### src/rtl/shd_pkg.sv
// Package for the stick heading block: widths, constants, CORDIC table and helpers.
`timescale 1ns / 1ps
package shd_pkg;

  localparam int ANGLE_FRAC_BITS = 6;
  localparam int ACC_FRAC        = 24;
  localparam int STEPS           = 28;
  localparam int VEC_SHIFT       = 30;
  localparam int VEC_W           = 40;
  localparam int ACC_W           = 34;
  localparam int HEAD_W          = 15;
  localparam int DZ_W            = 7;
  localparam int AXIS_W          = 9;

  localparam logic [DZ_W-1:0] DEADZONE_RST = 7'd48;

  localparam logic signed [AXIS_W-1:0] AXIS_MAX = 9'sd128;
  localparam logic signed [AXIS_W-1:0] AXIS_MIN = -9'sd128;
  localparam logic signed [AXIS_W-1:0] AXIS_CTR = 9'sd128;

  localparam logic signed [ACC_W-1:0] QUARTER = 34'sd1509949440;

  // dpad bit positions
  localparam int DPAD_UP    = 0;
  localparam int DPAD_RIGHT = 1;
  localparam int DPAD_DOWN  = 2;
  localparam int DPAD_LEFT  = 3;

  typedef struct packed {
    logic signed [VEC_W-1:0] cx;
    logic signed [VEC_W-1:0] cy;
    logic signed [ACC_W-1:0] acc;
    logic                    moved;
  } cordic_t;

  // atan(2^-i) in 2^-24 degree units
  function automatic logic signed [ACC_W-1:0] atan_deg(input int i);
    logic signed [ACC_W-1:0] r;
    case (i)
      0:  r = 34'sd754974720;
      1:  r = 34'sd445687602;
      2:  r = 34'sd235489088;
      3:  r = 34'sd119537938;
      4:  r = 34'sd60000934;
      5:  r = 34'sd30029717;
      6:  r = 34'sd15018523;
      7:  r = 34'sd7509720;
      8:  r = 34'sd3754917;
      9:  r = 34'sd1877466;
      10: r = 34'sd938734;
      11: r = 34'sd469367;
      12: r = 34'sd234684;
      13: r = 34'sd117342;
      14: r = 34'sd58671;
      15: r = 34'sd29335;
      16: r = 34'sd14668;
      17: r = 34'sd7334;
      18: r = 34'sd3667;
      19: r = 34'sd1833;
      20: r = 34'sd917;
      21: r = 34'sd458;
      22: r = 34'sd229;
      23: r = 34'sd115;
      24: r = 34'sd57;
      25: r = 34'sd29;
      26: r = 34'sd14;
      27: r = 34'sd7;
      default: r = '0;
    endcase
    return r;
  endfunction

  // arithmetic shift right, rounding toward zero
  function automatic logic signed [VEC_W-1:0] shr_tz(input logic signed [VEC_W-1:0] v,
                                                     input int s);
    logic [VEC_W-1:0] mag;
    logic [VEC_W-1:0] sh;
    mag = v[VEC_W-1] ? VEC_W'(-v) : VEC_W'(v);
    sh  = mag >> s;
    return v[VEC_W-1] ? -$signed(sh) : $signed(sh);
  endfunction

  function automatic logic in_band(input logic signed [AXIS_W-1:0] a,
                                   input logic [DZ_W-1:0] dz);
    logic [AXIS_W-1:0] mag;
    mag = a[AXIS_W-1] ? AXIS_W'(-a) : AXIS_W'(a);
    return mag <= {{(AXIS_W-DZ_W){1'b0}}, dz};
  endfunction

endpackage

### src/rtl/shd_cell.sv
// One CORDIC vectoring micro-rotation cell with its own pipeline register.
`timescale 1ns / 1ps
module shd_cell #(
  parameter int STEP = 0
) (
  input  logic             clk_i,
  input  logic             rst_ni,
  input  logic             valid_i,
  input  shd_pkg::cordic_t data_i,
  output logic             ready_o,
  output logic             valid_o,
  output shd_pkg::cordic_t data_o,
  input  logic             ready_i
);

  logic                                valid_q;
  shd_pkg::cordic_t                    data_q, data_d;
  logic signed [shd_pkg::VEC_W-1:0]    dx, dy;

  assign ready_o = !valid_q || ready_i;

  always_comb begin
    dx = shd_pkg::shr_tz(data_i.cy, STEP);
    dy = shd_pkg::shr_tz(data_i.cx, STEP);
    data_d.moved = data_i.moved;
    if (!data_i.cy[shd_pkg::VEC_W-1]) begin
      data_d.cx  = data_i.cx + dx;
      data_d.cy  = data_i.cy - dy;
      data_d.acc = data_i.acc + shd_pkg::atan_deg(STEP);
    end else begin
      data_d.cx  = data_i.cx - dx;
      data_d.cy  = data_i.cy + dy;
      data_d.acc = data_i.acc - shd_pkg::atan_deg(STEP);
    end
  end

  always_ff @(posedge clk_i or negedge rst_ni) begin
    if (!rst_ni) begin
      valid_q <= 1'b0;
    end else if (ready_o) begin
      valid_q <= valid_i;
    end
  end

  always_ff @(posedge clk_i) begin
    if (ready_o && valid_i) begin
      data_q <= data_d;
    end
  end

  assign valid_o = valid_q;
  assign data_o  = data_q;

endmodule

### config.mk
export PLATFORM = sky130hd
export DESIGN_NAME = shd_cell
export DESIGN_NICKNAME = d
export VERILOG_FILES = /design/src/rtl/shd_pkg.sv /design/src/rtl/shd_cell.sv
export SDC_FILE = /design/constraint.sdc
export NUM_CORES = 1
export LEC_CHECK = 0
export BUFFER_PORTS_ARGS = -buffer_cell sky130_fd_sc_hd__buf_2
export CORE_ASPECT_RATIO = 0.6
export CORE_MARGIN = 2
export CORE_UTILIZATION = 27
export DETAILED_ROUTE_END_ITERATION = 7
export GPL_ROUTABILITY_DRIVEN = 0
export HOLD_SLACK_MARGIN = 0.1
export PLACE_DENSITY = 0.45
export SLEW_MARGIN = 20
export SYNTH_ARGS = -nofsm -noshare
export SYNTH_HDL_FRONTEND = slang
export SYNTH_SLANG_ARGS = --single-unit
export TNS_END_PERCENT = 100
### constraint.sdc
create_clock -name clk_i -period 10.1 [get_ports clk_i]
set_input_delay 1.01 -clock clk_i [delete_from_list [all_inputs] [get_ports clk_i]]
set_output_delay 1.01 -clock clk_i [all_outputs]
set_load 0.005 [all_outputs]
Word-level counts from Yosys, hierarchy flattened --
Cells that the tools add are included.
Operators by class: add/subtract/negate cells 10, multiplexer cells 5, reductions and logical operators 3
Operator list (number):
- two-way mux 40 bit | 4
- negation 40 bit | 4
- two-way mux 114 bit | 1
- adder 40 bit | 2
- subtractor 40 bit | 2
- adder 34 x 31 -> 34 bit, second input constant | 1
- subtractor 34 x 31 -> 34 bit, second input constant | 1
- logical AND 1 bit | 1
- logical NOT 1 bit | 1
- logical OR 1 bit | 1
Storage, ports and cells: bits in registers 116, input bits 119, output and inout port bits 117

Logic depth before layout (Yosys ltp) --
word-level depth 6, mapped depth 38, depth with buffers taken out 29

Worst setup path after synthesis --
Ideal clock, no wire load.
path type input-to-reg, from input data_i[74] (netlist name), to register data_q, in the netlist data_o[114], data pin, setup time 0.268 ns, arrival 9.213 ns, setup slack 0.619 ns, stages 37, path buffers 10, cell sequence buf_2 > clkbuf_1 > clkbuf_1 > clkbuf_1 > clkbuf_1 > clkbuf_1 > buf_2 > buf_1 > clkbuf_1 > nor2_1 > a21oi_1 > ha_1 > nand2_1 > mux2_2 > or3_1 > a21o_1 > nor2_1 > o32ai_1 > a311o_1 > o21ai_1 > nor2_1 > nand2_1 > xor2_1 > o21ai_0 > ha_1 > and4_1 > clkbuf_1 > and4_1 > a2111oi_0 > o211ai_1 > a41o_1 > a21o_1 > a21o_1 > a21oi_1 > o21ai_0 > a21oi_1 > xnor3_1
RTL lines:
- from (decl) | line shd_cell.sv:9 | input shd_pkg::cordic_t data_i,
- to (signal assigned) | line shd_cell.sv:47 | data_q <= data_d;
- to (decl) | line shd_cell.sv:17 | shd_pkg::cordic_t data_q, data_d;

==> flow_summary.yaml <==
setup_path:
  max_stage_delay_ns: 0.53
  r2r_start: "valid_o"
  critical_path.endpoint: "data_o[114]"
  worstSetupPathType: "in2reg"
  r2r_slack_ns: 7.75
  cp_max_fo: 10
  reg2reg_depth: 3
  crit_top_cell: "a21o_1"
  r2r_end: "data_o[61]"
  arrival_ns: 8.30
  cp.required_ns: 10.30
  cp_slowest_cell: "or3_1"
  critPathLaunch: "data_i[35]"
  end_kind: "flip-flop"
  setup.worst_path.start_class: "primary input"
placed_design:
  post-place-ws_ns: 1.61
  io_buffer_count: 235
  dp_hpwl_microns: 47300
  place_inst: 2742
grt:
  grt_pass1_vias: 14000
  grt_antenna_before_repair: 5
  grt_max_degree: 65
  grt_first_pass_wirelength_microns: 87500
  grt_usage: 0.194
  grt_overflow: 0
power:
  comb_power_share: 0.428
  p_clk_frac: 0.285
  leakage_uw: 0.00667
  seqPwrFrac: 0.286
  ir_drop_mv: 0.132
  p_sw_uw: 870
  p_total_uw: 2280
  internal-power_uw: 1410
  power_density_nw_per_um2: 129
  switching_share: 0.381
floorplan:
  dieArea_sq_um: 58600
  rows: 67
  fp.dieH_microns: 188
  start_util: 0.274
  core-area_sq_um: 55900
  die_x_microns: 311
  pin_count: 236
yosys:
  synth-edff-count: 114
  synth_seq_cells: 115
  ys_seq_area_frac: 0.225
  synth_nets: 2035
  yosysWarnings: 0
  synth_cell_type_count: 111
  ys.flop_type: "edfxtp_1"
  async_reset_ff_frac: 0.00870
  synth_area_leaders: "edfxtp_1 (22%), xnor2_1 (9.3%), ha_1 (7.4%)"
  synth_area_per_cell_sq_um: 8.39
  syn_inst: 1823
  netlist_area_sq_um: 15300
  yosysTopAreaCellShare: 0.224
  yosys.area.top_type: "edfxtp_1"
sta:
  drv_slew: 0
  rsz0062_at_grt: "false"
  fin_tns_setup_ns: 0
  hold_viol: 0
  finalSetupViolCount: 0
  max-slew-margin-rel: 0.310
  fmax_mhz: 124
  holdWs_ns: 0.312
  final.period_utilization: 0.802
  fin_skew_ns: 0.00763
  worst_slew_pin_slew_ns: 1.04
  setup_ws_ns: 2.00
  period_needed_ns: 8.10
status:
  status: "finished, final reports clean"
clock_tree:
  cts.sinks: 115
  cts_buffers: 17
  clk_pin_slew_ns: 0.06
  clk_path_buf_depth: 2
  ctsHoldBuffers: 0
  cts_max_level: 4
  cts_resized: 0
  cts_tree: "built"
  insertion_delay_ns: 0.46
  cts_setup_buffers: 0
  cts_root_buffer: "clkbuf_16"
route:
  wl_per_cell_microns: 21.1
  drtIter0Drc: 1645
  drt_wl_total_microns: 58500
  drc: 0
  ant_nets: 0
  vias_per_cell: 5.47
  firstDrtPassIters: 6
  vias: 15200
finish:
  area_delta_synth_final_pct: 15.8
  drive_gt1_frac: 0.183
  finalNonFillerCells: 2775
  multi_input_area_sq_um: 11300
  regArea_sq_um: 3450
  fin_nets: 2214
  fill_cells: 5939
worst_hold_path:
  hold_class: "in2async"
run:
  drv_cap: 0
[critical path: cells and delay by family]
family,cells,cell delay [ns]
AOI/OAI and AO/OA,14,3.29
and+or+nand+nor,7,2.21
adders and majority gates,2,0.78
buffers and inverters,3,0.51
xor gates and xnor gates,2,0.47
[synth_stat cells (7+ instances only)]
master / number
a211o_1: 10
edfxtp_1: 114
or4_1: 12
ha_1: 90
o211ai_1: 8
buf_2: 14
and3_1: 18
o21bai_1: 15
a21o_1: 52
inv_1: 47
o31ai_1: 31
clkbuf_1: 46
and4_1: 16
o32ai_1: 8
nand3b_1: 7
nor3_1: 66
nand2b_1: 28
xor2_1: 103
xnor2_1: 163
nor2_1: 139
nor4_2: 7
or3_1: 35
and2_1: 17
nand4_1: 40
or2_2: 17
a21boi_0: 8
a21oi_1: 129
nand3_1: 44
o211a_1: 8
nor3b_1: 7
nor2b_1: 18
nand2_1: 112
o21ai_0: 91
o22ai_1: 7
a31oi_1: 35
buf_1: 15
a211oi_1: 12
o21a_1: 13
o41ai_1: 8
mux2i_1: 13
a41oi_1: 7
nor4_1: 28
[routing by layer]
layer,up-vias,share of wire,global-route usage
met3,25,0.071,0.0310
met1,7299,0.52,0.311
li1,7291,-,-
met5,-,0.00021,0
met2,559,0.40,0.266
met4,2,0.0080,0.0351
[power by group through the flow]
stage / Combinational (uW) / Sequential, uW / Clock, uW
2_1_floorplan: 647 / 671 / 0
6_report: 976 / 653 / 650
3_3_place_gp: 961 / 664 / 0
4_1_cts: 970 / 654 / 677
3_5_place_dp: 964 / 664 / 0
5_1_grt: 1070 / 659 / 691
[state kept, by name, summed over array words and instances (netlist names)]
name     cells
valid_o      1
data_o     114
[worst min-delay path by stage]
stage                     startpoint      end  slack [ns]  cells past startpoint
final                         rst_ni  valid_o        0.31                      1
after global routing          rst_ni  valid_o        0.29                      1
after CTS                     rst_ni  valid_o        0.28                      1
after detailed placement     valid_o  valid_o        0.54                      2
after global placement       valid_o  valid_o        0.51                      2
after floorplan              valid_o  valid_o        0.54                      2
[area by class of cell]
type / instances / area share
inverter: 47 / 0.00996
sequential: 115 / 0.195
multi-input combinational: 1576 / 0.637
antenna: 1 / 0.000141
timing repair buffer: 245 / 0.0707
clock inverter: 15 / 0.0102
clock buffer: 17 / 0.0240
tap: 759 / 0.0536
[cells by family after synthesis]
kind of cell	share of synthesized area
AOI/OAI and AO/OA	0.243
muxes	0.0126
and+or+nand+nor	0.244
buffers and inverters	0.0372
adders and majority gates	0.0775
DFF	0.225
xor gates and xnor gates	0.160
[per-stage QoR]
step,cell area (sq um),utilization
CTS,17700,0.317
global placement,17100,0.306
global route,17700,0.317
floorplan,15300,-
finish,17700,0.317
detailed placement,17100,0.306
[layout by cell type, fill, tap and decap left out, types with 18 or more instances in the layout]
| cell type | Yosys | final |
|---|---|---|
| nor4_1 | 28 | 28 |
| nor2_1 | 139 | 139 |
| o31ai_1 | 31 | 31 |
| nor3_1 | 66 | 66 |
| nand4_1 | 40 | 40 |
| buf_2 | 14 | 234 |
| nand2_1 | 112 | 112 |
| a21oi_1 | 129 | 129 |
| ha_1 | 90 | 90 |
| xor2_1 | 103 | 103 |
| a31oi_1 | 35 | 35 |
| nand3_1 | 44 | 44 |
| or3_1 | 35 | 35 |
| o21ai_0 | 91 | 91 |
| a21o_1 | 52 | 52 |
| inv_1 | 47 | 47 |
| nor2b_1 | 18 | 18 |
| xnor2_1 | 163 | 163 |
| and3_1 | 18 | 18 |
| nand2b_1 | 28 | 28 |
| edfxtp_1 | 114 | 114 |
Power figures use the tool's default switching activity.
