<file path="config.mk">
export PLATFORM = sky130hd
export DESIGN_NAME = shd_front_flat
export DESIGN_NICKNAME = d
export VERILOG_FILES = /design/src/rtl/shd_pkg.sv /design/src/rtl/shd_if.sv /design/src/rtl/shd_front.sv /design/src/flat_wrapper.sv
export SDC_FILE = /design/constraint.sdc
export NUM_CORES = 1
export LEC_CHECK = 0
export BUFFER_PORTS_ARGS = -buffer_cell sky130_fd_sc_hd__buf_2
export CORE_MARGIN = 4
export CORE_UTILIZATION = 40
export DETAILED_ROUTE_END_ITERATION = 8
export PLACE_DENSITY = 0.76
export RECOVER_POWER = 100
export SLEW_MARGIN = 20
export SYNTH_ARGS = -nofsm -noshare
export SYNTH_HDL_FRONTEND = slang
export SYNTH_SLANG_ARGS = --single-unit
</file>
<file path="constraint.sdc">
create_clock -name clk_i -period 4.7 [get_ports clk_i]
set_clock_uncertainty 0.05 [all_clocks]
set_input_delay 0.94 -clock clk_i [delete_from_list [all_inputs] [get_ports clk_i]]
set_output_delay 0.94 -clock clk_i [all_outputs]
set_load 0.05 [all_outputs]
</file>
<file path="src/rtl/shd_pkg.sv">
// Package for the stick heading block: widths, constants, CORDIC table and helpers.
`timescale 1ns / 1ps
package shd_pkg;

  localparam int ANGLE_FRAC_BITS = 6;
  localparam int ACC_FRAC        = 24;
  localparam int STEPS           = 28;
  localparam int VEC_SHIFT       = 30;
  localparam int VEC_W           = 40;
  localparam int ACC_W           = 34;
  localparam int HEAD_W          = 15;
  localparam int DZ_W            = 7;
  localparam int AXIS_W          = 9;

  localparam logic [DZ_W-1:0] DEADZONE_RST = 7'd48;

  localparam logic signed [AXIS_W-1:0] AXIS_MAX = 9'sd128;
  localparam logic signed [AXIS_W-1:0] AXIS_MIN = -9'sd128;
  localparam logic signed [AXIS_W-1:0] AXIS_CTR = 9'sd128;

  localparam logic signed [ACC_W-1:0] QUARTER = 34'sd1509949440;

  // dpad bit positions
  localparam int DPAD_UP    = 0;
  localparam int DPAD_RIGHT = 1;
  localparam int DPAD_DOWN  = 2;
  localparam int DPAD_LEFT  = 3;

  typedef struct packed {
    logic signed [VEC_W-1:0] cx;
    logic signed [VEC_W-1:0] cy;
    logic signed [ACC_W-1:0] acc;
    logic                    moved;
  } cordic_t;

  // atan(2^-i) in 2^-24 degree units
  function automatic logic signed [ACC_W-1:0] atan_deg(input int i);
    logic signed [ACC_W-1:0] r;
    case (i)
      0:  r = 34'sd754974720;
      1:  r = 34'sd445687602;
      2:  r = 34'sd235489088;
      3:  r = 34'sd119537938;
      4:  r = 34'sd60000934;
      5:  r = 34'sd30029717;
      6:  r = 34'sd15018523;
      7:  r = 34'sd7509720;
      8:  r = 34'sd3754917;
      9:  r = 34'sd1877466;
      10: r = 34'sd938734;
      11: r = 34'sd469367;
      12: r = 34'sd234684;
      13: r = 34'sd117342;
      14: r = 34'sd58671;
      15: r = 34'sd29335;
      16: r = 34'sd14668;
      17: r = 34'sd7334;
      18: r = 34'sd3667;
      19: r = 34'sd1833;
      20: r = 34'sd917;
      21: r = 34'sd458;
      22: r = 34'sd229;
      23: r = 34'sd115;
      24: r = 34'sd57;
      25: r = 34'sd29;
      26: r = 34'sd14;
      27: r = 34'sd7;
      default: r = '0;
    endcase
    return r;
  endfunction

  // arithmetic shift right, rounding toward zero
  function automatic logic signed [VEC_W-1:0] shr_tz(input logic signed [VEC_W-1:0] v,
                                                     input int s);
    logic [VEC_W-1:0] mag;
    logic [VEC_W-1:0] sh;
    mag = v[VEC_W-1] ? VEC_W'(-v) : VEC_W'(v);
    sh  = mag >> s;
    return v[VEC_W-1] ? -$signed(sh) : $signed(sh);
  endfunction

  function automatic logic in_band(input logic signed [AXIS_W-1:0] a,
                                   input logic [DZ_W-1:0] dz);
    logic [AXIS_W-1:0] mag;
    mag = a[AXIS_W-1] ? AXIS_W'(-a) : AXIS_W'(a);
    return mag <= {{(AXIS_W-DZ_W){1'b0}}, dz};
  endfunction

endpackage

</file>
<file path="src/rtl/shd_if.sv">
// Valid/ready channel interfaces for stick samples and heading words.
`timescale 1ns / 1ps
interface shd_in_if;
  logic       valid;
  logic       ready;
  logic [7:0] stick_x;
  logic [7:0] stick_y;
  logic [3:0] dpad;
  logic       use_dpad;

  modport source (output valid, stick_x, stick_y, dpad, use_dpad, input ready);
  modport sink   (input valid, stick_x, stick_y, dpad, use_dpad, output ready);
endinterface


</file>
<file path="src/rtl/shd_front.sv">
// Front stage: centering, D-pad override, dead band and CORDIC pre-rotation.
`timescale 1ns / 1ps
module shd_front (
  input  logic                        clk_i,
  input  logic                        rst_ni,
  input  logic [shd_pkg::DZ_W-1:0]    deadzone_i,
  shd_in_if.sink                      in_i,
  output logic                        valid_o,
  output shd_pkg::cordic_t            data_o,
  input  logic                        ready_i
);

  localparam int AW = shd_pkg::AXIS_W;

  logic                 valid_q;
  shd_pkg::cordic_t     data_q, data_d;
  logic signed [AW-1:0] x0, v0, x1, v1;
  logic signed [AW:0]   cx_s, cy_s;
  logic                 moved;

  assign in_i.ready = !valid_q || ready_i;

  always_comb begin
    x0 = $signed({1'b0, in_i.stick_x}) - shd_pkg::AXIS_CTR;
    v0 = $signed({1'b0, in_i.stick_y}) - shd_pkg::AXIS_CTR;
    v1 = v0;
    x1 = x0;
    if (in_i.use_dpad) begin
      if (in_i.dpad[shd_pkg::DPAD_UP]) begin
        v1 = shd_pkg::AXIS_MIN;
      end else if (in_i.dpad[shd_pkg::DPAD_DOWN]) begin
        v1 = shd_pkg::AXIS_MAX;
      end
      if ((in_i.dpad[shd_pkg::DPAD_LEFT] || in_i.dpad[shd_pkg::DPAD_RIGHT]) &&
          shd_pkg::in_band(v1, deadzone_i)) begin
        v1 = '0;
      end
      if (in_i.dpad[shd_pkg::DPAD_LEFT]) begin
        x1 = shd_pkg::AXIS_MIN;
      end else if (in_i.dpad[shd_pkg::DPAD_RIGHT]) begin
        x1 = shd_pkg::AXIS_MAX;
      end
      if ((in_i.dpad[shd_pkg::DPAD_UP] || in_i.dpad[shd_pkg::DPAD_DOWN]) &&
          shd_pkg::in_band(x1, deadzone_i)) begin
        x1 = '0;
      end
    end else begin
      if (shd_pkg::in_band(v0, deadzone_i)) begin
        v1 = '0;
      end
      if (shd_pkg::in_band(x0, deadzone_i)) begin
        x1 = '0;
      end
    end
    moved = !(shd_pkg::in_band(v1, deadzone_i) && shd_pkg::in_band(x1, deadzone_i));

    // rotate into the right half plane
    data_d.acc = '0;
    cx_s = (AW+1)'(v1);
    cy_s = (AW+1)'(x1);
    if (v1[AW-1]) begin
      if (!x1[AW-1]) begin
        cx_s = (AW+1)'(x1);
        cy_s = -(AW+1)'(v1);
        data_d.acc = shd_pkg::QUARTER;
      end else begin
        cx_s = -(AW+1)'(x1);
        cy_s = (AW+1)'(v1);
        data_d.acc = -shd_pkg::QUARTER;
      end
    end
    data_d.cx    = shd_pkg::VEC_W'(cx_s) <<< shd_pkg::VEC_SHIFT;
    data_d.cy    = shd_pkg::VEC_W'(cy_s) <<< shd_pkg::VEC_SHIFT;
    data_d.moved = moved;
  end

  always_ff @(posedge clk_i or negedge rst_ni) begin
    if (!rst_ni) begin
      valid_q <= 1'b0;
    end else if (in_i.ready) begin
      valid_q <= in_i.valid;
    end
  end

  always_ff @(posedge clk_i) begin
    if (in_i.ready && in_i.valid) begin
      data_q <= data_d;
    end
  end

  assign valid_o = valid_q;
  assign data_o  = data_q;

endmodule

</file>
<file path="src/flat_wrapper.sv">
// flat-port wrapper written by rule: the top's interface ports become plain ports
module shd_front_flat 
  (clk_i, rst_ni, deadzone_i, valid_o, data_o, ready_i, in_i_valid, in_i_stick_x, in_i_stick_y, in_i_dpad, in_i_use_dpad, in_i_ready);
  shd_in_if in_i_i ();
  input  logic clk_i;
  input  logic rst_ni;
  input  logic [shd_pkg::DZ_W-1:0] deadzone_i;
  output logic valid_o;
  output shd_pkg::cordic_t data_o;
  input  logic ready_i;
  input wire logic [$bits(in_i_i.valid)-1:0] in_i_valid;
  input wire logic [$bits(in_i_i.stick_x)-1:0] in_i_stick_x;
  input wire logic [$bits(in_i_i.stick_y)-1:0] in_i_stick_y;
  input wire logic [$bits(in_i_i.dpad)-1:0] in_i_dpad;
  input wire logic [$bits(in_i_i.use_dpad)-1:0] in_i_use_dpad;
  output wire logic [$bits(in_i_i.ready)-1:0] in_i_ready;
  assign in_i_i.valid = in_i_valid;
  assign in_i_i.stick_x = in_i_stick_x;
  assign in_i_i.stick_y = in_i_stick_y;
  assign in_i_i.dpad = in_i_dpad;
  assign in_i_i.use_dpad = in_i_use_dpad;
  assign in_i_ready = in_i_i.ready;
  shd_front u_core (.clk_i(clk_i), .rst_ni(rst_ni), .deadzone_i(deadzone_i), .in_i(in_i_i), .valid_o(valid_o), .data_o(data_o), .ready_i(ready_i));
endmodule
</file>
# Word-level counts from Yosys, hierarchy flattened
# Index checks and enable logic that the tools add are counted.
[totals] reg_bits=56 input_bits=32 out_inout_bits=117 elab_cells=55
[classes] n_addsub=10 magnitude_cmp=6 muxes=23 n_reduce_logical=10
[op_table] operator="$mux 9" count=18
[op_table] operator="$le 9x7->1" count=6
[op_table] operator="$neg 9->9" count=6
[op_table] operator="$mux 34" count=1
[op_table] operator="$mux 10" count=2
[op_table] operator="$neg 9->10" count=2
[op_table] operator="$sub 8x8->9 const B" count=2
[op_table] operator="$mux 8" count=2
[op_table] operator="$logic_and 1x1->1" count=4
[op_table] operator="$logic_or 1x1->1" count=3
[op_table] operator="$logic_not 1->1" count=2
[op_table] operator="$reduce_and 2->1" count=1

# Longest topological paths before layout
[logic_depth] word_depth=15 depth_mapped=27 depth_no_buf=25

# Worst setup path after synthesis
# Ideal clock, no wire load.
[synth_path] path_type="input to register" start="in in_i_dpad[3]" end="reg u_core.data_q (netlist bit u_core.data_o[0]) (data pin)" setup_time_ns=0.276 arrival_time_ns=5.512 required_time_ns=4.374 setup_slack_ns=-1.138 cell_stages=26 path_buffers=2 cell_sequence="clkbuf_1 > nor2_1 > nand2_1 > ha_1 > o21ai_0 > and2_1 > xnor2_1 > ha_1 > a211oi_1 > nor2_1 > o31ai_1 > a311o_1 > nand2_1 > clkbuf_1 > nand2_1 > ha_1 > mux2i_1 > inv_1 > ha_1 > nor2b_1 > o21a_1 > o21ai_0 > a21oi_1 > a2111oi_0 > o211a_1 > o2111ai_1"
[synth_via] elab_chain_cells=13 elab_cells_between_ends=20 cone_classes="add/sub: 3; order compare: 3; mux: 9; reduce/logical: 5"
[synth_lines] element="start, declared" line_no="flat_wrapper.sv:14" text="input wire logic [$bits(in_i_i.dpad)-1:0] in_i_dpad;"
[synth_lines] element="$mux 9" line_no="shd_front.sv:38" text="if (in_i.dpad[shd_pkg::DPAD_LEFT]) begin"
[synth_lines] element="$mux 9" line_no="shd_front.sv:28" text="if (in_i.use_dpad) begin"
[synth_lines] element="$neg 9->9" line_no="shd_pkg.sv:86" text="mag = a[AXIS_W-1] ? AXIS_W'(-a) : AXIS_W'(a);"
[synth_lines] element="$mux 9" line_no="shd_pkg.sv:86"
[synth_lines] element="$le 9x7->1" line_no="shd_pkg.sv:87" text="return mag <= {{(AXIS_W-DZ_W){1'b0}}, dz};"
[synth_lines] element="$logic_and 1x1->1" line_no="shd_front.sv:43" text="if ((in_i.dpad[shd_pkg::DPAD_UP] || in_i.dpad[shd_pkg::DPAD_DOWN]) &&"
[synth_lines] element="$mux 9" line_no="shd_front.sv:43"
[synth_lines] element="$mux 9" line_no="shd_front.sv:28"
[synth_lines] element="$neg 9->9" line_no="shd_pkg.sv:86"
[synth_lines] element="$mux 9" line_no="shd_pkg.sv:86"
[synth_lines] element="$le 9x7->1" line_no="shd_pkg.sv:87"
[synth_lines] element="$logic_and 1x1->1 (*)" line_no="shd_front.sv:55" text="moved = !(shd_pkg::in_band(v1, deadzone_i) && shd_pkg::in_band(x1, deadzone_i));"
[synth_lines] element="$logic_not 1->1 (*)" line_no="shd_front.sv:55"
[synth_lines] element="net u_core.moved" line_no="shd_front.sv:19" text="logic moved;"
[synth_lines] element="end signal, assigned" line_no="shd_front.sv:87" text="data_q <= data_d;"
[synth_lines] element="end, declared" line_no="shd_front.sv:16" text="shd_pkg::cordic_t data_q, data_d;"
# The timed path passes the listed nets; every way through them passes the cells marked *. The select of a mux whose other input is x is not followed.
# A chain may end at the register's enable or synchronous reset.

# Worst setup path in the final report
[layout_path] start="in in_i_dpad[1]" end="reg u_core.data_q (netlist bit u_core.data_o[0]) (data pin)"
[layout_via] elab_chain_cells=14 elab_cells_between_ends=21 cone_classes="add/sub: 3; order compare: 3; mux: 10; reduce/logical: 5"
[layout_lines] element="$mux 9" line_no="shd_front.sv:40" text="end else if (in_i.dpad[shd_pkg::DPAD_RIGHT]) begin"
[layout_lines] element="$mux 9" line_no="shd_front.sv:38"
[layout_lines] element="$mux 9" line_no="shd_front.sv:28"
[layout_lines] element="$neg 9->9" line_no="shd_pkg.sv:86"
[layout_lines] element="$mux 9" line_no="shd_pkg.sv:86"
[layout_lines] element="$le 9x7->1" line_no="shd_pkg.sv:87"
[layout_lines] element="$logic_and 1x1->1" line_no="shd_front.sv:43"
[layout_lines] element="$mux 9" line_no="shd_front.sv:43"
[layout_lines] element="$mux 9" line_no="shd_front.sv:28"
[layout_lines] element="$neg 9->9" line_no="shd_pkg.sv:86"
[layout_lines] element="$mux 9" line_no="shd_pkg.sv:86"
[layout_lines] element="$le 9x7->1" line_no="shd_pkg.sv:87"
[layout_lines] element="$logic_and 1x1->1 (*)" line_no="shd_front.sv:55"
[layout_lines] element="$logic_not 1->1 (*)" line_no="shd_front.sv:55"
[layout_lines] element="net u_core.moved" line_no="shd_front.sv:19"
# Marked as above.

==> results.tsv <==
metric	value	unit
run status	finished, violations left	
failing checks	negative setup slack	
syn avg cell area	8.18	µm²
Die ar.	11900	µm²
relative slew slack	6.90	%
setup ws final	-0.511	ns
Crit Path Class	input port to register	
diode count	0	
HP Class	input port to asynchronous set/reset pin	
vias in the first global route	4054	
crit path launch type	input port	
chip width	109	µm
setup_tns	-0.511	ns
layout cells sized above 1	35.4	%
clock sink count	25	
YS warnings	0	
worst-margin pin slew	1.40	ns
DRC Markers	0	
global route overflow	0	
largest net degree at the start of global routing	25	
Wirelength per Cell	15.9	µm
CTS root buffer	clkbuf_8	
initial DRC count	198	
count leader, synth	buf_4	
Synth top cells by count	buf_4, ha_1, nor2_1, nand2_1, o21ai_0	
leading area contributor after synthesis	edfxtp_1	
final setup fails	1	
Starting Density	41.5	%
number of synthesized register bits	25	
Worst Path Max Fanout	4	
drt first pass iters	5	
Post-Place Cells	792	
fill count	932	
Critical Path RT	4.65	ns
CTS tree	built	
Num CTS Buffers	3	
Critical Path End Type	register	
ranking of synthesized cells by area	edfxtp_1, buf_4, ha_1	
Yosys top cell area share	17.6	%
register area share after synthesis	18.2	%
CTS max path bufs	2	
# IOs	149	
final wirelength	12800	µm
max-slew violations	0	
number of synthesized flops with an enable pin	24	
Leak	2.58	nW
post-DP HPWL	10300	µm
f_max	192	MHz
maximum vdd drop	0.000161	V
initial antenna violation count	0	
standard-cell row count	36	
Antenna Nets Post-Route	0	
area occupied by multi-input gates	3080	µm²
minimum clock period	5.21	ns
ratio of final minimum period to clock period	111	%
Post-synth top flop	edfxtp_1	
Cell Count, Final, Fillers Out	806	
Mapped Area	4090	µm²
GRT Util Overall	20.4	%
first-pass GRT wire length	19300	µm
Routability Congestion	0.960	
DR vias/cell	5.14	
Net count, final	756	
Setup WS pre-CTS	-0.997	ns
DP Area	5140	µm²
Area Overhead vs Synth	32.9	%
WP data arrival	5.16	ns
Worst-Skew Late Latency	0.26	ns
RSZ-0062 raised after global routing	yes	
async set-reset flop share out of synthesis	4.00	%
vias	4146	
core area	9860	µm²
maxcap violations	0	
H-tree depth	1	
Worst-path clk slew	0.08	ns
Post-Synthesis Cells	500	
final hold violation count	0	
Port-buffer cells	63	
pwr dens	229	nW/µm²
post-route cell area	5440	µm²
Die Y-Extent	109	µm
# hold bufs at CTS	0	
count of cell types in the netlist	79	
sequential cell area	746	µm²
## cells in the final DEF (no fill, tap or decap), types with 8 or more instances in the layout
cell / netlist / layout
xor2_1: 12 / 9
conb_1: 1 / 86
ha_1: 50 / 43
edfxtp_1: 24 / 24
nand2_1: 35 / 28
nor3_1: 9 / 9
nand3_1: 15 / 15
buf_2: 10 / 28
inv_1: 24 / 22
o21ai_0: 27 / 20
buf_4: 91 / 132
clkbuf_1: 7 / 33
and2_1: 11 / 8
a21oi_1: 24 / 18
nor2_1: 36 / 31
## sequential cells by signal (all words and copies together), names as in the netlist
register	count
u_core.data_o	24
u_core.valid_o	1
## worst paths after layout
path,start,to,slack (ns),depth (start not counted)
setup reg to reg,u_core.valid_o,u_core.data_o[105],2.70,2
max in group asynchronous,rst_ni,u_core.valid_o,4.13,1
hold reg to reg,u_core.valid_o,u_core.valid_o,0.49,2
min in group clk_i,u_core.valid_o,u_core.valid_o,0.49,2
setup / recovery,in_i_dpad[1],u_core.data_o[0],-0.51,25
hold / removal,rst_ni,u_core.valid_o,0.39,1
## stage by stage
stage	hold WS (ns)	util (%)	total power [mW]
2_1_floorplan	0.594	-	0.892
3_3_place_gp	0.447	52.2	1.05
3_5_place_dp	0.473	52.2	1.07
4_1_cts	0.379	53.6	1.21
5_1_grt	0.377	55.1	1.32
6_report	0.388	55.1	1.25
## cell families (layout without fill, tap and decap cells)
group	after synthesis	after routing	share of synthesized area, %
mux	3	3	0.795
buf+inv	136	224	21.5
compound gates	117	117	21.0
simple gates	148	148	18.8
xor+xnor	20	20	4.28
fa+ha+maj	50	50	15.3
flops	25	25	18.2
other cells	1	86	0.0917
## report_power, final
| part | internal (mW) | leakage (nW) | switching, mW |
|---|---|---|---|
| clock network | 0.0604 | 0.0228 | 0.0584 |
| registers | 0.272 | 0.246 | 0.00573 |
| logic | 0.303 | 2.31 | 0.546 |
| total | 0.636 | 2.58 | 0.610 |
## timing repair
item / CTS / global route
buffers inserted: 6 / 4
endpoints found under the setup margin: 1 / 1
pin swaps: 24 / 36
gates resized for setup: 13 / 30
## final cells by class
| type | count | area share (%) |
|---|---|---|
| clock buffer | 4 | 0.829 |
| timing repair buffer | 196 | 24.1 |
| tap | 133 | 3.06 |
| inverter | 24 | 1.66 |
| multi-input combinational | 424 | 56.7 |
| sequential | 25 | 13.7 |
## metal layers
metal  GRT usage (%)  vias to the layer above  routed length, µm
met3            1.54                       47               1050
met5               0                        -                  0
met1            25.8                     1907               5190
met2            36.1                      227               6050
li1                -                     1965                  -
met4            7.30                        0                499
## worst max-delay path, cell delays in order
cell	delay [ns]
buf_8	0.10
nor2_4	0.15
nand2_2	0.09
ha_4	0.19
o21ai_2	0.06
and2_4	0.18
o221ai_2	0.13
ha_1	0.31
nand4_1	0.17
a21oi_2	0.19
o31ai_4	0.08
a311o_1	0.44
a21oi_2	0.21
inv_2	0.07
ha_4	0.22
mux2i_4	0.16
inv_2	0.07
ha_4	0.24
nor2b_4	0.12
o21a_1	0.20
o21ai_2	0.16
a21oi_2	0.09
a2111oi_4	0.27
o211a_1	0.20
o2111ai_2	0.11
No activity file was read; power rests on OpenSTA's default activity.
