## src/rtl/shd_pkg.sv

```systemverilog
// Package for the stick heading block: widths, constants, CORDIC table and helpers.
`timescale 1ns / 1ps
package shd_pkg;

  localparam int ANGLE_FRAC_BITS = 6;
  localparam int ACC_FRAC        = 24;
  localparam int STEPS           = 28;
  localparam int VEC_SHIFT       = 30;
  localparam int VEC_W           = 40;
  localparam int ACC_W           = 34;
  localparam int HEAD_W          = 15;
  localparam int DZ_W            = 7;
  localparam int AXIS_W          = 9;

  localparam logic [DZ_W-1:0] DEADZONE_RST = 7'd48;

  localparam logic signed [AXIS_W-1:0] AXIS_MAX = 9'sd128;
  localparam logic signed [AXIS_W-1:0] AXIS_MIN = -9'sd128;
  localparam logic signed [AXIS_W-1:0] AXIS_CTR = 9'sd128;

  localparam logic signed [ACC_W-1:0] QUARTER = 34'sd1509949440;

  // dpad bit positions
  localparam int DPAD_UP    = 0;
  localparam int DPAD_RIGHT = 1;
  localparam int DPAD_DOWN  = 2;
  localparam int DPAD_LEFT  = 3;

  typedef struct packed {
    logic signed [VEC_W-1:0] cx;
    logic signed [VEC_W-1:0] cy;
    logic signed [ACC_W-1:0] acc;
    logic                    moved;
  } cordic_t;

  // atan(2^-i) in 2^-24 degree units
  function automatic logic signed [ACC_W-1:0] atan_deg(input int i);
    logic signed [ACC_W-1:0] r;
    case (i)
      0:  r = 34'sd754974720;
      1:  r = 34'sd445687602;
      2:  r = 34'sd235489088;
      3:  r = 34'sd119537938;
      4:  r = 34'sd60000934;
      5:  r = 34'sd30029717;
      6:  r = 34'sd15018523;
      7:  r = 34'sd7509720;
      8:  r = 34'sd3754917;
      9:  r = 34'sd1877466;
      10: r = 34'sd938734;
      11: r = 34'sd469367;
      12: r = 34'sd234684;
      13: r = 34'sd117342;
      14: r = 34'sd58671;
      15: r = 34'sd29335;
      16: r = 34'sd14668;
      17: r = 34'sd7334;
      18: r = 34'sd3667;
      19: r = 34'sd1833;
      20: r = 34'sd917;
      21: r = 34'sd458;
      22: r = 34'sd229;
      23: r = 34'sd115;
      24: r = 34'sd57;
      25: r = 34'sd29;
      26: r = 34'sd14;
      27: r = 34'sd7;
      default: r = '0;
    endcase
    return r;
  endfunction

  // arithmetic shift right, rounding toward zero
  function automatic logic signed [VEC_W-1:0] shr_tz(input logic signed [VEC_W-1:0] v,
                                                     input int s);
    logic [VEC_W-1:0] mag;
    logic [VEC_W-1:0] sh;
    mag = v[VEC_W-1] ? VEC_W'(-v) : VEC_W'(v);
    sh  = mag >> s;
    return v[VEC_W-1] ? -$signed(sh) : $signed(sh);
  endfunction

  function automatic logic in_band(input logic signed [AXIS_W-1:0] a,
                                   input logic [DZ_W-1:0] dz);
    logic [AXIS_W-1:0] mag;
    mag = a[AXIS_W-1] ? AXIS_W'(-a) : AXIS_W'(a);
    return mag <= {{(AXIS_W-DZ_W){1'b0}}, dz};
  endfunction

endpackage

```

## src/rtl/shd_if.sv

```systemverilog


interface shd_out_if;
  logic                        valid;
  logic                        ready;
  logic [shd_pkg::HEAD_W-1:0]  heading;
  logic                        moved;

  modport source (output valid, heading, moved, input ready);
  modport sink   (input valid, heading, moved, output ready);
endinterface

```

## src/rtl/shd_round.sv

```systemverilog
// Output stage: offset to heading, rounding, clamping and the output register.
`timescale 1ns / 1ps
module shd_round #(
  parameter int ANGLE_FRAC_BITS = shd_pkg::ANGLE_FRAC_BITS
) (
  input  logic             clk_i,
  input  logic             rst_ni,
  input  logic             valid_i,
  input  shd_pkg::cordic_t data_i,
  output logic             ready_o,
  shd_out_if.source        out_o
);

  localparam int HW = 35;
  localparam int SH = shd_pkg::ACC_FRAC - ANGLE_FRAC_BITS;
  localparam logic signed [HW-1:0] HALF_TURN = HW'(180) <<< shd_pkg::ACC_FRAC;
  localparam logic signed [HW-1:0] RND       = HW'(1) <<< (SH - 1);
  localparam logic signed [HW-1:0] LIMIT     = HW'(360) <<< ANGLE_FRAC_BITS;

  logic                          valid_q;
  logic [shd_pkg::HEAD_W-1:0]    heading_q, heading_d;
  logic                          moved_q;
  logic signed [HW-1:0]          h, hr;

  assign ready_o = !valid_q || out_o.ready;

  always_comb begin
    h = HALF_TURN + HW'(data_i.acc);
    if (h[HW-1]) begin
      h = '0;
    end
    hr = (h + RND) >>> SH;
    if (hr > LIMIT) begin
      hr = LIMIT;
    end
    heading_d = data_i.moved ? hr[shd_pkg::HEAD_W-1:0] : '0;
  end

  always_ff @(posedge clk_i or negedge rst_ni) begin
    if (!rst_ni) begin
      valid_q <= 1'b0;
    end else if (ready_o) begin
      valid_q <= valid_i;
    end
  end

  always_ff @(posedge clk_i) begin
    if (ready_o && valid_i) begin
      heading_q <= heading_d;
      moved_q   <= data_i.moved;
    end
  end

  assign out_o.valid   = valid_q;
  assign out_o.heading = heading_q;
  assign out_o.moved   = moved_q;

endmodule
```

## src/flat_wrapper.sv

```systemverilog
// flat-port wrapper written by rule: the top's interface ports become plain ports
module shd_round_flat 
#(
  parameter int ANGLE_FRAC_BITS = shd_pkg::ANGLE_FRAC_BITS
)
  (clk_i, rst_ni, valid_i, data_i, ready_o, out_o_valid, out_o_heading, out_o_moved, out_o_ready);
  shd_out_if out_o_i ();
  input  logic clk_i;
  input  logic rst_ni;
  input  logic valid_i;
  input  shd_pkg::cordic_t data_i;
  output logic ready_o;
  output wire logic [$bits(out_o_i.valid)-1:0] out_o_valid;
  output wire logic [$bits(out_o_i.heading)-1:0] out_o_heading;
  output wire logic [$bits(out_o_i.moved)-1:0] out_o_moved;
  input wire logic [$bits(out_o_i.ready)-1:0] out_o_ready;
  assign out_o_valid = out_o_i.valid;
  assign out_o_heading = out_o_i.heading;
  assign out_o_moved = out_o_i.moved;
  assign out_o_i.ready = out_o_ready;
  shd_round #(.ANGLE_FRAC_BITS(ANGLE_FRAC_BITS)) u_core (.clk_i(clk_i), .rst_ni(rst_ni), .valid_i(valid_i), .data_i(data_i), .ready_o(ready_o), .out_o(out_o_i));
endmodule
```

## config.mk

```make
export PLATFORM = sky130hd
export DESIGN_NAME = shd_round_flat
export DESIGN_NICKNAME = d
export VERILOG_FILES = /design/src/rtl/shd_pkg.sv /design/src/rtl/shd_if.sv /design/src/rtl/shd_round.sv /design/src/flat_wrapper.sv
export SDC_FILE = /design/constraint.sdc
export NUM_CORES = 1
export LEC_CHECK = 0
export ABC_CLOCK_PERIOD_IN_PS = 1500
export BUFFER_PORTS_ARGS = -buffer_cell sky130_fd_sc_hd__buf_2
export CAP_MARGIN = 0
export CELL_PAD_IN_SITES_DETAIL_PLACEMENT = 0
export CELL_PAD_IN_SITES_GLOBAL_PLACEMENT = 1
export CORE_ASPECT_RATIO = 0.5
export CORE_MARGIN = 1
export CORE_UTILIZATION = 25
export DETAILED_ROUTE_END_ITERATION = 10
export PLACE_DENSITY = 0.89
export SLEW_MARGIN = 25
export SYNTH_ARGS = -nofsm -noshare
export SYNTH_HDL_FRONTEND = slang
export SYNTH_SLANG_ARGS = --single-unit
```

## constraint.sdc

```tcl
create_clock -name clk_i -period 1.5 [get_ports clk_i]
set_input_delay 0.3 -clock clk_i [delete_from_list [all_inputs] [get_ports clk_i]]
set_output_delay 0.3 -clock clk_i [all_outputs]
set_load 0.1 [all_outputs]
```

After elaboration in Yosys (flattened, before gate mapping)
Index checks and enable logic that the tools add are counted.
- register bits after elaboration: 17
- input bits: 119
- word-level logic and storage cells: 14
- add/subtract/negate cells: 2
- $lt $le $gt $ge: 1
- muxes and demuxes: 2
- bitwise gates (word level): 1
- reductions and logical operators: 4
- operators by type and width (cell ; count):
    $add 33x34->35 const A ; 1
    $add 34x18->35 const B ; 1
    $mux 34 ; 1
    $gt 17x16->1 const B ; 1
    $mux 15 ; 1
    $reduce_or 2->1 ; 1
    $logic_and 1x1->1 ; 1
    $logic_not 1->1 ; 1
    $logic_or 1x1->1 ; 1
    $not 1->1 ; 1

Depth between registers and ports, before layout
Gate-level depths: netlist of the first run.
- word-level depth: 5
- depth in mapped cells: 15
- gate-level depth less buffers: 12

Least setup slack after synthesis of the first run
No wires, ideal clock.
- path kind: input to register
- start point: input data_i[27] in the netlist's numbering
- end point: register u_core.heading_q (netlist bit u_core.out_o.heading[0]) (data pin)
- setup time: 0.263 ns
- arrival: 3.191 ns
- setup slack: -1.953 ns
- cell stages on the path: 14
- buffers on the path: 2
- cell sequence: ha_1 > buf_4 > nor4_1 > o21ai_0 > clkbuf_1 > and2_1 > ha_1 > nand4_2 > nor3_4 > a31o_2 > nand3_1 > or4_4 > o21ai_4 > a21oi_1
- cells in the longest elaborated chain, start to end: 5
- ends and longest elaborated chain (element ; line ; text):
    start: declaration ; flat_wrapper.sv:11 ; input shd_pkg::cordic_t data_i;
    $add 33x34->35 * ; shd_round.sv:28 ; h = HALF_TURN + HW'(data_i.acc);
    $mux 34 * ; shd_round.sv:29 ; if (h[HW-1]) begin
    $add 34x18->35 * ; shd_round.sv:32 ; hr = (h + RND) >>> SH;
    $gt 17x16->1 ; shd_round.sv:33 ; if (hr > LIMIT) begin
    $reduce_or 2->1 (no line) ; -- ;
    end signal: assignment ; shd_round.sv:49 ; heading_q <= heading_d;
    end: declaration ; shd_round.sv:21 ; logic [shd_pkg::HEAD_W-1:0] heading_q, heading_d;
Mark *: on every way between the ends. The rest lies on a longest branch, timed or not.
A chain may end at the register's enable or synchronous reset.

Worst setup path in the final report of the first run
Ends and elaborated chain as after synthesis.

==> results.cfg, run 1 <==
[yosys]
syn_inst_count = 173
synthFlopType = edfxtp_1
synth_most_common_cell = edfxtp_1
yosysTopAreaCell = edfxtp_1
synth-seq-area-share = 0.327
number_of_flops_mapped_to_enable_cells_by_yosys = 16
ys_top_cells_by_count = edfxtp_1 (16), nand2_1 (15), nor2_1 (13), xnor2_1 (13), nand3_1 (12)
synth.lib_cells_used.distinct = 51
synth-seq-cells = 17
avgSynthCellArea_um2 = 8.94
synth_nets = 294
yosysTopAreaCellShare = 0.311
yosys-top-cells-area = edfxtp_1 (31%), xnor2_1 (7.4%), nand3_1 (3.9%)
ys_async_sr_fraction = 0.0588
yosys_warnings = 0
syn_area_um2 = 1550

[worst_setup_path]
largest_delay_share_family_worst_path = simple AND/OR/NAND/NOR gates
critical_path.startpoint_type = input pin
cp_data_required_time_ns = 1.49
critical_path_class = in -> reg
critical_path.cell_chain = buf_8 -> ha_4 -> nor4_4 -> o21ai_2 -> and2_4 -> ha_4 -> nand4_4 -> nor3_4 -> buf_6 -> nor3_1 -> or4_4 -> o21ai_4 -> a21oi_2
cp_data_arrival_time_ns = 2.46
cp_common_cell = ha_4
worst_path_max_delay_cell = or4_4
critical_path_buf_inv_count = 2
path_max_fanout = 5
worstSetupEndpointType = register
max_incr_delay_on_cp_ns = 0.60

[finish]
post_synthesis_to_final_layout_area_growth_pct = 70.2
share_of_cells_above_drive_strength_1 = 0.546
multiInputGateArea_um2 = 1190
design_area_um2 = 2630
antenna_cells_inserted = 0
fill_cell_instance_count_of_the_final_layout = 533
final-seq-area_um2 = 509
finalNetCount = 393
layoutNonFillerInstCount = 344

[grt]
grt_pass1_wl_um = 7520
grt_max_degree = 17
grt_overflow_total = 0
antenna_violations_before_repair = 0
first_global_vias = 1641
grt_usage = 0.145

[run]
maxCapViolCount = 0

[power]
power_frac_seq = 0.291
swShare = 0.367
worst_ir_drop_vdd_mv = 0.343
p_int_uw = 1240
power_leakage_uw = 0.00107
pwr_cell_area_nw_per_um2 = 741
clkPwrFrac = 0.274
total_switching_power_uw = 716
comb_power_share = 0.435

[clocking]
path_clk_slew_ns = 0.05
worst_skew_pair.late_latency_ns = 0.25
cts_made_buffers = 3
tritoncts = built
cts_max_level = 1
cts-root-buf = clkbuf_16
cts_num_sinks = 17
cts.path.max_buffers = 2

[outcome]
status = finished, violations left
violated_checks = setup timing

[sta]
max_freq_mhz = 405
post-route-min-period_ns = 2.47
setup_slack_ns = -0.967
report.final.hold_viol_count = 0
fin_skew_ns = 0.00238
timing.slew.headroom = 0.573
hold_ws_ns = 0.258
fin_tns_setup_ns = -13.44
setup_viol_count_final = 15
maxSlewViolCount = 0
worstMarginPinSlew_ns = 0.633
grt_setup_unrepaired = true
finalCritPeriodShare = 1.64

[place]
dp_cells = 326
finalWeightedCongestion = 0.889
dpl_cell_area_um2 = 2260
pre_cts_ws_ns = -1.37
hpwl_um = 3520
io_buffers = 39

[die]
core_um2 = 5710
die_area_um2 = 6520
die_h_um = 57.6
core.rowCount = 19
boundaryPins = 137
starting_density = 0.271
floorplan.die.width_um = 113

[routing]
detailroute.via_count = 1684
drt_pass1_iterations = 4
totalWireLength_um = 4630
drt.antenna.violating_nets = 0
drc_errors = 0
starting_drt_drc_count = 59
via_per_inst = 4.90
wl_per_cell_um = 13.5

[min_path]
timing.hold.worst.class = in -> reg
-- state kept, by name (all words and copies together), names as in the netlist --
register,cells
u_core.out_o.valid,1
u_core.out_o.moved,1
u_core.out_o.heading,15
-- layer usage --
layer / share of wire / vias to the layer above / global-route usage
met3: 0.041 / 6 / 0.0230
li1: - / 839 / -
met5: 0 / - / 0
met2: 0.48 / 43 / 0.265
met1: 0.47 / 796 / 0.181
met4: 0.012 / 0 / 0.0432
-- what timing repair did --
item	4_1_cts	5_1_grt
resized for setup	33	7
pin swaps	17	6
hold endpoints to repair	1	0
cloned	2	0
endpoints found under the setup margin	15	15
hold buffers	1	0
buffers inserted	7	5
-- worst paths after layout --
| check | to | slack (ns) | cells past startpoint | startpoint |
|---|---|---|---|---|
| setup / recovery | u_core.out_o.heading[0] | -0.97 | 13 | data_i[27] |
| hold / removal | u_core.out_o.valid | 0.26 | 2 | valid_i |
| setup reg to reg | u_core.out_o.heading[0] | 0.33 | 2 | u_core.out_o.valid |
| hold reg to reg | u_core.out_o.valid | 0.58 | 2 | u_core.out_o.valid |
| max in group asynchronous | u_core.out_o.valid | 1.06 | 2 | rst_ni |
| min in group asynchronous | u_core.out_o.valid | 0.35 | 2 | rst_ni |
-- power by group through the flow --
stage	sequential, uW	combinational, uW	clock [uW]
after global placement	577	723	0
after global routing	572	899	546
final	568	849	534
after CTS	569	822	536
after detailed placement	578	738	0
after floorplan	794	287	0
-- logic make-up (layout without fill, tap and decap cells) --
logic type / after synthesis / after routing / share of synthesized area
muxes: 3 / 3 / 0.0194
DFF: 17 / 17 / 0.327
xor gates and xnor gates: 18 / 18 / 0.107
buffers and inverters: 13 / 110 / 0.0413
and+or+nand+nor: 82 / 82 / 0.302
adders and majority gates: 2 / 2 / 0.0162
AOI/OAI and AO/OA: 38 / 39 / 0.188
-- area by class of cell --
cell class	count	share of cell area
clock buffer	4	0.0299
inverter	3	0.00428
multi-input combinational	144	0.454
sequential	17	0.193
tap	73	0.0347
timing repair buffer	103	0.284
-- cell usage in the layout, fill, tap and decap left out, types with 3 or more instances in the layout --
| master | netlist | layout |
|---|---|---|
| nor2b_1 | 4 | 4 |
| a21oi_2 | 1 | 9 |
| xor2_1 | 4 | 3 |
| mux2i_1 | 3 | 3 |
| a211oi_2 | 1 | 3 |
| nor3_1 | 4 | 4 |
| nand2_1 | 15 | 14 |
| nand4_1 | 4 | 4 |
| buf_4 | 3 | 58 |
| xnor2_1 | 13 | 13 |
| o21ai_0 | 6 | 3 |
| buf_2 | 3 | 35 |
| nor2_1 | 13 | 13 |
| edfxtp_1 | 16 | 16 |
| buf_6 | 0 | 5 |
| and2_1 | 9 | 6 |
| and2_4 | 0 | 3 |
| clkbuf_16 | 0 | 3 |
| nand3_1 | 12 | 10 |
| inv_1 | 3 | 3 |
-- per-stage QoR --
stage	power [uW]	utilization
global route	2020	0.461
global placement	1300	0.396
finish	1950	0.461
floorplan	1080	-
detailed placement	1320	0.396
CTS	1930	0.449
Note: power is estimated with default switching activity, not from simulation.
==> run 2, diff against run 1 <==
Settings changed: SETUP_SLACK_MARGIN set to 0.15.
==> run 2 against run 1 <==
Effect of this change: the flow still finishes with violations (setup timing); core utilization increased by 0.33 points; clock-buffer cell count unchanged; non-clock buffer count increased by 1; die area unchanged; largest cell class unchanged.
==> results.cfg, run 2 (same netlist as run 1, synthesis figures left out) <==
[outcome]
status = finished, violations left
violated_checks = setup timing

[power]
power_leakage_uw = 0.00108
worst_ir_drop_vdd_mv = 0.345
pwr_cell_area_nw_per_um2 = 740

[die]
boundaryPins = 137
die_area_um2 = 6520
core_um2 = 5710
die_h_um = 57.6
floorplan.die.width_um = 113
core.rowCount = 19
starting_density = 0.271

[routing]
totalWireLength_um = 4830
via_per_inst = 4.92
wl_per_cell_um = 14.0
drt_pass1_iterations = 4
drt.antenna.violating_nets = 0
starting_drt_drc_count = 61
drc_errors = 0
detailroute.via_count = 1698

[worst_setup_path]
worstSetupEndpointType = register
max_incr_delay_on_cp_ns = 0.49
critical_path.cell_chain = buf_8 -> ha_4 -> nor4_4 -> o21ai_2 -> and2_4 -> ha_4 -> nand4_4 -> nor3_4 -> a31o_2 -> nand3_2 -> or4_4 -> o21ai_4 -> a21oi_2
cp_common_cell = ha_4
cp_data_required_time_ns = 1.49
critical_path_buf_inv_count = 1
worst_path_max_delay_cell = or4_4
critical_path_class = in -> reg
largest_delay_share_family_worst_path = simple AND/OR/NAND/NOR gates
path_max_fanout = 5
critical_path.startpoint_type = input pin
cp_data_arrival_time_ns = 2.50

[place]
finalWeightedCongestion = 0.889
pre_cts_ws_ns = -1.37
dp_cells = 326
hpwl_um = 3520
io_buffers = 39

[clocking]
cts_max_level = 1
tritoncts = built
cts_num_sinks = 17
worst_skew_pair.late_latency_ns = 0.25
path_clk_slew_ns = 0.05
cts_made_buffers = 3
cts-root-buf = clkbuf_16
cts.path.max_buffers = 2

[grt]
grt_max_degree = 17
grt_pass1_wl_um = 7620
first_global_vias = 1667
grt_overflow_total = 0
grt_usage = 0.148
antenna_violations_before_repair = 0

[sta]
finalCritPeriodShare = 1.67
timing.slew.headroom = 0.570
post-route-min-period_ns = 2.51
setup_viol_count_final = 15
worstMarginPinSlew_ns = 0.637
setup_slack_ns = -1.01
fin_skew_ns = 0.000802
grt_setup_unrepaired = true
maxSlewViolCount = 0
report.final.hold_viol_count = 0
max_freq_mhz = 398

[finish]
layoutNonFillerInstCount = 345
final-seq-area_um2 = 509
share_of_cells_above_drive_strength_1 = 0.551
finalNetCount = 394
antenna_cells_inserted = 0
post_synthesis_to_final_layout_area_growth_pct = 71.4
mostFrequentLayoutCell = buf_4
fill_cell_instance_count_of_the_final_layout = 529
multiInputGateArea_um2 = 1200
most_used_cells_in_the_layout_excluding_fill_and_tap_cells = buf_4 (60), buf_2 (34), edfxtp_1 (16), nand2_1 (14)
largest_register_ffs = 15

[min_path]
timing.hold.worst.class = in -> reg

[run]
maxCapViolCount = 0
==> run 2: layer usage <==
layer | part of all wire | GRT usage | vias up
met2 | 0.50 | 0.270 | 50
li1 | - | - | 840
met3 | 0.052 | 0.0241 | 6
met1 | 0.44 | 0.183 | 802
met5 | 0 | 0 | -
met4 | 0.011 | 0.0451 | 0
==> run 2: repair_timing <==
| action | 4_1_cts | 5_1_grt |
|---|---|---|
| hold buffers | 1 | 0 |
| gates resized for setup | 37 | 6 |
| cloned | 2 | 0 |
| pin swaps | 17 | 8 |
| hold endpoints to repair | 1 | 0 |
| setup endpoints to repair | 16 | 15 |
| setup buffers | 7 | 5 |
==> run 2: stage by stage <==
step           hold slack, ns  total power (uW)  utilization  TNS, ns  instance area (um^2)
3_3_place_gp           0.0751              1300        0.396   -17.43                  2260
2_1_floorplan         0.00443              1080            -   -20.33                  1630
6_report                0.266              1960        0.465   -14.03                  2650
3_5_place_dp           0.0752              1320        0.396   -19.06                  2260
5_1_grt                 0.280              2020        0.465   -15.56                  2650
4_1_cts                 0.259              1930        0.452   -14.41                  2580
==> run 2: final timing paths <==
path / start / to / slack, ns / cells after the start
min: valid_i / u_core.out_o.valid / 0.27 / 2
max in group asynchronous: rst_ni / u_core.out_o.valid / 1.05 / 2
max reg2reg: u_core.out_o.valid / u_core.out_o.heading[1] / 0.33 / 2
min in group asynchronous: rst_ni / u_core.out_o.valid / 0.35 / 2
min reg2reg: u_core.out_o.valid / u_core.out_o.valid / 0.59 / 2
max: data_i[27] / u_core.out_o.heading[0] / -1.01 / 13
==> run 2: area by class of cell <==
cell class / count / share of cell area
multi-input cells: 144 / 0.453
repair buffers: 104 / 0.287
flip-flops and latches: 17 / 0.192
well taps: 73 / 0.0345
clock buffers: 4 / 0.0297
inverters: 3 / 0.00425
==> run 2: power breakdown <==
part	internal, uW	total (uW)	switching (uW)
sequential	560	569	8.70
clock	361	531	170
combinational	321	862	540
total	1240	1960	719
